File: src/sv/npcl_pkg.sv
// Shared types, constants and helper functions of the nearest palette color lookup.
`default_nettype none

package npcl_pkg;

	// Request kinds carried in the input tuser bit.
	localparam logic REQ_WRITE  = 1'b0;
	localparam logic REQ_LOOKUP = 1'b1;

	// Field widths.
	localparam int SIZE_W  = 9;
	localparam int IDX_W   = 8;
	localparam int CHAN_W  = 16;
	localparam int Q_W     = 5;
	localparam int DIST_W  = 18;
	localparam int ENTRY_W = 3 * CHAN_W;
	localparam int SLOT_W  = 13;

	// Largest number of entries one lookup can scan (index space of the result).
	localparam int IDX_SPACE = 256;

	// Initial best distance, above any real distance of 3 * 65535.
	localparam logic [DIST_W-1:0] START_BOUND = 18'd196608;

	// Controller states.
	typedef enum logic [1:0] {
		ST_IDLE,
		ST_SCAN,
		ST_DRAIN,
		ST_DONE
	} state_t;

	// Commands from the controller to the datapath.
	typedef struct packed {
		logic start;
		logic wr;
		logic issue;
		logic load_out;
	} cmd_t;

	// Status from the datapath to the controller.
	typedef struct packed {
		logic empty;
		logic last_issue;
		logic pipe_busy;
		logic out_free;
	} sts_t;

	// Widen a 5-bit channel to 8 bits by bit replication, then move it to the top byte.
	function automatic logic [CHAN_W-1:0] widen5(input logic [Q_W-1:0] c);
		return {c, c[4:2], 8'h00};
	endfunction

endpackage

`default_nettype wire

File: src/sv/npcl_ctrl.sv
// Controller state machine that sequences palette writes and lookup scans.
`default_nettype none

module npcl_ctrl (
	input  wire logic          clk,
	input  wire logic          arst_n,
	input  wire logic          s_tvalid,
	input  wire logic          req_type,
	input  wire npcl_pkg::sts_t sts,
	output      logic          s_tready,
	output      npcl_pkg::cmd_t cmd
);

	import npcl_pkg::*;

	state_t state_q;
	state_t state_d;

	// State register.
	always_ff @(posedge clk or negedge arst_n) begin
		if (!arst_n) begin
			state_q <= ST_IDLE;
		end else begin
			state_q <= state_d;
		end
	end

	// Next state and commands.
	always_comb begin
		state_d      = state_q;
		s_tready     = 1'b0;
		cmd.start    = 1'b0;
		cmd.wr       = 1'b0;
		cmd.issue    = 1'b0;
		cmd.load_out = 1'b0;
		case (state_q)
			ST_IDLE: begin
				s_tready = 1'b1;
				if (s_tvalid) begin
					if (req_type == REQ_LOOKUP) begin
						cmd.start = 1'b1;
						state_d   = sts.empty ? ST_DONE : ST_SCAN;
					end else begin
						cmd.wr = 1'b1;
					end
				end
			end
			ST_SCAN: begin
				cmd.issue = 1'b1;
				if (sts.last_issue) begin
					state_d = ST_DRAIN;
				end
			end
			ST_DRAIN: begin
				if (!sts.pipe_busy) begin
					state_d = ST_DONE;
				end
			end
			ST_DONE: begin
				if (sts.out_free) begin
					cmd.load_out = 1'b1;
					state_d      = ST_IDLE;
				end
			end
			default: begin
				state_d = ST_IDLE;
			end
		endcase
	end

	// A scan never starts while the block is busy with another request.
	assert property (@(posedge clk) disable iff (!arst_n)
		cmd.start |-> (state_q == ST_IDLE))
		else $error("scan started outside idle");

	// The result is loaded only after the scan pipeline has emptied.
	assert property (@(posedge clk) disable iff (!arst_n)
		cmd.load_out |-> !sts.pipe_busy)
		else $error("result loaded while the scan pipeline is busy");

	// A lookup on an empty palette goes straight to the result.
	assert property (@(posedge clk) disable iff (!arst_n)
		(cmd.start && sts.empty) |=> (state_q == ST_DONE))
		else $error("empty palette lookup did not skip the scan");

endmodule

`default_nettype wire

File: config.mk
export PLATFORM = sky130hd
export DESIGN_NAME = npcl_ctrl
export DESIGN_NICKNAME = d
export VERILOG_FILES = /design/src/sv/npcl_pkg.sv /design/src/sv/npcl_ctrl.sv
export SDC_FILE = /design/constraint.sdc
export NUM_CORES = 1
export LEC_CHECK = 0
export BUFFER_PORTS_ARGS = -buffer_cell sky130_fd_sc_hd__buf_2
export CAP_MARGIN = 20
export CORE_AREA = 2 2 39 41
export DETAILED_ROUTE_END_ITERATION = 10
export DIE_AREA = 0 0 41 43
export PLACE_DENSITY = 0.38
export SYNTH_ARGS = -nofsm -noshare
export SYNTH_HDL_FRONTEND = slang
export SYNTH_SLANG_ARGS = --single-unit
File: constraint.sdc
create_clock -name clk -period 3.5 [get_ports clk]
set_input_delay 0.175 -clock clk [delete_from_list [all_inputs] [get_ports clk]]
set_output_delay 0.175 -clock clk [all_outputs]
set_load 0.02 [all_outputs]
### Word level (Yosys, flattened, before mapping)

Cells that the tools add are included.

* bits in registers: 2
* input bits: 8
* output and inout port bits: 5

* eq/ne operators: 8
* multiplexer cells: 15
* reduce and logical (&&, ||, !) cells: 2

Operators with widths (count)
* $mux 2: 8
* $ne 2x2->1 const B: 5
* $pmux 2 s4: 1
* $mux 1: 6
* $reduce_and 5->1: 1
* $eq 2x2->1 const B: 2
* $eq 2x1->1 const B: 1
* $logic_not 2->1: 1

### Longest topological paths before layout

Gate-level depths: netlist (run 1).

* word-level depth: 4
* mapped depth: 5
* mapped depth without buffers: 5

### Worst setup path before layout (run 1)

No wires, ideal clock.

* path kind: register -> register
* start: reg state_q[0]
* end: reg state_q[0]
* setup time: 0.126 ns
* arrival: 1.364 ns
* data required time: 3.374 ns
* setup slack: 2.010 ns
* cell stages (with the launch flop): 5
* clock period less this slack: 1.490 ns
* path through: dfrtp_1 ha_1 nor2b_1 or2_1 o32a_1

* cells in the longest elaborated chain, start to end: 3

RTL lines
* start, declared: RTL line npcl_ctrl.sv:16 `state_t state_q;`
* start signal, assigned: RTL line npcl_ctrl.sv:24 `state_q <= state_d;`
* $eq 2x1->1 (tied with other cells): RTL line npcl_ctrl.sv:36 `case (state_q)`
* $ne 2x2->1 (no source line)
* $reduce_and 5->1 (no source line)

Several ways; a longest one is shown, not always the timed one.
A chain may end at the register's enable or synchronous reset.

==> metrics.txt, run 1 <==
run status=finished clean; fill cell count=152; Clock Sinks=2; TritonCTS clock tree=built; DR WL met2=roughly 240 µm; Pre-Repair DR Iteration Count=2; post-synthesis sequential area ratio=0.226; max reg flops=2; Gate power share=0.654; Reg power frac=0.168; ratio of cells with drive above 1 in the final layout=0.474; worst clock skew=3.15 ps; largest net degree at the start of global routing=8; I/O Buffers=12; RSZ-0062 raised after global routing=no; Syn Inst Count=22; Ant. Diodes=0; Synth Cell Area=between 200 and 250 µm²; P_leak=0.172 nW; Max Freq=~630 MHz; Clk pwr share=0.178; commonest non-fill, non-tap cell in the layout=buf_2; CTS root buffer=clkbuf_4; Reg clk slew, reported paths=about 30 ps; Ports=13; worst endpoint data arrival time=around 1400 ps; antenna-violating nets left=0; initial antenna violation count=0; Min Clock Period, post-route=1580 ps; Max-Cap Viols=0; total chip power=0.277 mW; cell internal pwr=approximately 0.16 mW; Required @ worst endpoint=between 3000 and 4000 ps; Mapped Nets=34; Seq cells post-synth=2; setup TNS=0 ps; relative max-transition margin=0.810; area of the multi-input gates=~160 µm²; Largest regs=state_q: 2 flops; first-pass GRT wire length=745 µm; Area growth syn-to-layout=50.8%; HPWL Detailed=412 µm; clk buf depth=2; metal1 wirelength=between 150 and 200 µm; Switch Pwr=roughly 0.12 mW; Tcrit/Tclk final=0.450; Final Core Density=0.241; core area=0.00138 mm²; WL per Instance=just under 9 µm; syn avg cell area=roughly 10 µm²; final WL=about 470 µm; Worst setup SP type=register; CTS buffer count=3; Slew Viols, Final=0; Netlist cell types=15; H-tree depth=1; fin nets=between 50 and 60; placed cell area=between 300 and 400 µm²; row count=14; DRC Markers=0; Crit Path Class=register to output pin; Starting Density=0.160; final instance area=between 300 and 400 µm²; Pwr per Cell Area=roughly 830 mW/mm²; Die Ht=between 40 and 50 µm; # setup viols final=0; Sw Ratio=0.428; Clk Latency, worst-skew pair=between 200 and 250 ps; RePlAce Congestion=between 0.7 and 0.8; met3 wire len=~30 µm; VDD IR max=around 0.28 mV; top sig layer=met3; Worst setup EP type=output pin; drt via density=4.11; vias in the first global route=around 210; Post-CTS Repair Setup Buffers=0; Vias=approximately 220; Total Routing Usage GR=0.0683; Storage cell area=approximately 50 µm²; critical path peak fanout=7; gr ovfl total=0; Die ar.=roughly 0.0018 mm²; most frequent cells in the layout=buf_2 (12), ha_1 (4), nor2b_1 (3), clkbuf_4 (3); initial DRC count=2; worst slew pin tran=approximately 280 ps; Hold Fails Final Rpt=0; Hold Crit Class=input pin to asynchronous set/reset pin; Die W=roughly 41 µm; synth warn=0; Top reg by flops=state_q
[power by group through the flow]
stage | logic [mW] | registers [mW] | clock network, mW
after floorplan | 0.142 | 0.0451 | 0
final | 0.181 | 0.0466 | 0.0492
after detailed placement | 0.182 | 0.0472 | 0
after global routing | 0.205 | 0.0480 | 0.0545
after CTS | 0.184 | 0.0470 | 0.0526
after global placement | 0.182 | 0.0465 | 0
[per-layer routing]
layer / global-route usage / up-vias
met3: 0.0471 / 0
li1: - / 113
met2: 0.106 / 8
met1: 0.0514 / 101
met5: 0 / -
met4: 0.0600 / 0
[final timing paths]
| path | end | slack (ps) | cells after the start | startpoint |
|---|---|---|---|---|
| hold reg to reg | state_q[0] | 560 | 1 | state_q[0] |
| max in group asynchronous | state_q[1] | 3130 | 2 | arst_n |
| min in group clk | state_q[1] | 430 | 3 | req_type |
| hold / removal | state_q[0] | 270 | 2 | arst_n |
| setup / recovery | cmd[3] | 1920 | 4 | state_q[0] |
| setup reg to reg | state_q[1] | 2040 | 5 | state_q[1] |
[timing repair]
item                      CTS  global route
gates resized for setup     0             0
hold buffers                1             0
hold endpoints to repair    2             0
[cell families (layout without fill, tap and decap cells)]
family | after synthesis | after routing | synth area share
simple gates | 10 | 10 | 0.266
fa+ha+maj | 4 | 4 | 0.226
compound gates | 4 | 4 | 0.249
flops | 2 | 2 | 0.226
buf+inv | 2 | 18 | 0.0339
[critical path, cell delays in order, from the launching register on]
cell,delay (ps)
dfrtp_1,400
inv_1,90
ha_1,320
and3_2,210
buf_2,150
[final cells by class]
type / instances / share of cell area
Clock buffer: 3 / 0.0674
Sequential cell: 2 / 0.150
Timing Repair Buffer: 13 / 0.210
Multi-Input combinational cell: 18 / 0.491
Tap cell: 16 / 0.0599
Inverter: 2 / 0.0225
[cells in the mapped netlist, drive strengths merged]
cell,number,area share
ha,4,0.23
a41oi,1,0.040
o32ai,1,0.040
o32a,1,0.045
nand2,2,0.045
inv,2,0.034
dfrtp,2,0.23
and2,2,0.057
or2,1,0.028
and3,1,0.034
nor2b,3,0.085
a2111oi,1,0.12
nor2,1,0.017
[stage by stage]
stage | setup slack [ps] | hold slack, ps | std cells
global route | 1800 | 260 | 54
floorplan | 2010 | -121 | 22
CTS | 1900 | 258 | 54
detailed placement | 2030 | -36.6 | 50
finish | 1920 | 273 | 54
global placement | 2060 | -39.2 | 50
Power figures use the tool's default switching activity.
==> run 2: changes to the inputs <==
--- a/config.mk
+++ b/config.mk
@@ -10,7 +10,7 @@
 export CORE_AREA = 2 2 39 41
 export DETAILED_ROUTE_END_ITERATION = 10
 export DIE_AREA = 0 0 41 43
-export PLACE_DENSITY = 0.38
+export PLACE_DENSITY = 0.39
 export SYNTH_ARGS = -nofsm -noshare
 export SYNTH_HDL_FRONTEND = slang
 export SYNTH_SLANG_ARGS = --single-unit
==> constraint.sdc (replaced) <==
create_clock -name clk -period 1.35 [get_ports clk]
set_input_delay 0.0675 -clock clk [delete_from_list [all_inputs] [get_ports clk]]
set_output_delay 0.0675 -clock clk [all_outputs]
set_load 0.02 [all_outputs]
==> metrics.txt, run 2 (synthesized netlist as in run 1, its figures left out) <==
run status=finished, violations left; failing checks=setup timing; r2r setup slk=-110 ps; H-tree depth=1; CP max-delay cell=dfrtp_1; Reg power frac=0.132; I/O Buffers=12; TritonCTS clock tree=built; Hold Crit Class=input pin to asynchronous set/reset pin; Clk Latency, worst-skew pair=220 ps; clk buf depth=2; Die W=between 40 and 50 µm; Largest regs=state_q: 2 flops; critical path peak fanout=4; pre-CTS setup slack=-88.3 ps; Tcrit/Tclk final=1.08; VDD IR max=approximately 0.70 mV; highest cell delay on the worst timing path=~400 ps; cell internal pwr=roughly 0.60 mW; Ant. Diodes=0; worst clock skew=a little over 0.8 ps; worst endpoint data arrival time=1560 ps; Worst setup SP type=register; initial antenna violation count=0; Ports=13; critical-path cell list=buf_6 > ha_4 > nor2b_4 > or2_1 > o32a_1; Required @ worst endpoint=~1500 ps; Worst setup EP type=register; row count=14; max reg flops=2; Die Ht=approximately 43 µm; fill cell count=roughly 150; WL per Instance=9.43 µm; Gate power share=0.735; HPWL Detailed=~460 µm; Clock Sinks=2; Max Freq=just under 700 MHz; Vias=roughly 240; Switch Pwr=a little under 0.4 mW; core area=approximately 0.0014 mm²; ratio of cells with drive above 1 in the final layout=0.762; Pwr per Cell Area=2270 mW/mm²; final WL=about 550 µm; gr ovfl total=0; Final Core Density=0.315; Top reg by flops=state_q; # setup viols final=4; Pre-Repair DR Iteration Count=2; Die ar.=0.00176 mm²; RSZ-0062 raised after global routing=yes; RePlAce Congestion=about 0.77; DRC Markers=0; drt via density=about 4.1; Area growth syn-to-layout=96.6%; total chip power=between 0.9 and 1 mW; antenna-violating nets left=0; Total Routing Usage GR=0.0773; vias in the first global route=between 200 and 250; Slew Viols, Final=0; Worst Slack Setup Final=-113 ps; Placed Cells=52; worst slew pin tran=304 ps; Reg clk slew, reported paths=approximately 30 ps; P_leak=slightly above 0.2 nW; Max-Cap Viols=0; most frequent cells in the layout=buf_2 (10), clkbuf_4 (3), buf_4 (3), buf_6 (3); initial DRC count=1; largest net degree at the start of global routing=6; post-route insts no fill=58; fin nets=56; Min Clock Period, post-route=1460 ps; Crit Path Class=register to register; first-pass GRT wire length=roughly 860 µm; Clk pwr share=0.133; CTS buffer count=3; CTS root buffer=clkbuf_4; relative max-transition margin=0.797; Sw Ratio=0.397; commonest non-fill, non-tap cell in the layout=buf_2; Hold Fails Final Rpt=0; Starting Density=0.160
==> run 2: worst paths after layout <==
check | cells past startpoint | from | endpoint
min in group clk | 3 | sts[1] | state_q[1]
hold reg to reg | 1 | state_q[0] | state_q[0]
hold / removal | 2 | arst_n | state_q[0]
setup reg to reg | 5 | state_q[0] | state_q[0]
max in group asynchronous | 2 | arst_n | state_q[1]
setup / recovery | 5 | state_q[0] | state_q[0]
==> run 2: what timing repair did <==
item | in CTS | in global routing
pin swaps | 0 | 5
hold buffers | 1 | 0
setup endpoints to repair | 5 | 5
resized for setup | 1 | 10
endpoints found under the hold margin | 2 | 0
setup buffers | 1 | 1
==> run 2: layout make-up <==
class	count	area (µm²)	share of cell area
repair buffers	17	116	0.267
well taps	16	20.0	0.0460
clock buffers	3	22.5	0.0517
flip-flops and latches	2	50.0	0.115
multi-input cells	18	219	0.503
inverters	2	7.51	0.0172
==> run 2: metrics by stage <==
step / hold WS (ps) / area [µm²] / TNS [ps]
floorplan: -228 / 254 / 0
global placement: -147 / 349 / -84.2
detailed placement: -145 / 349 / -147
CTS: 146 / 399 / -410
global route: 156 / 435 / -581
finish: 155 / 435 / -319
==> run 2: routing by layer <==
layer	up-vias	share of wire	global-route usage	wire length (µm)
met5	-	0	0	0
li1	123	-	-	-
met3	0	0.060	0.0471	33
met4	0	0	0.0600	0
met2	7	0.59	0.122	325
met1	106	0.34	0.0643	188
==> run 2: power by group through the flow <==
| stage | logic, mW | registers, mW | clock network [mW] |
|---|---|---|---|
| after floorplan | 0.427 | 0.126 | 0 |
| after global placement | 0.559 | 0.134 | 0 |
| after detailed placement | 0.565 | 0.135 | 0 |
| after CTS | 0.633 | 0.127 | 0.142 |
| after global routing | 0.790 | 0.135 | 0.157 |
| final | 0.726 | 0.131 | 0.131 |
==> run 2: worst max-delay path: cells and delay by family (launching register included) <==
family	cells	cell delay [ps]
buffers and inverters	1	140
AO/OA/AOI/OAI	1	290
adder cells (fa/ha/maj)	1	140
flip-flops	1	410
AND/OR/NAND/NOR	2	360
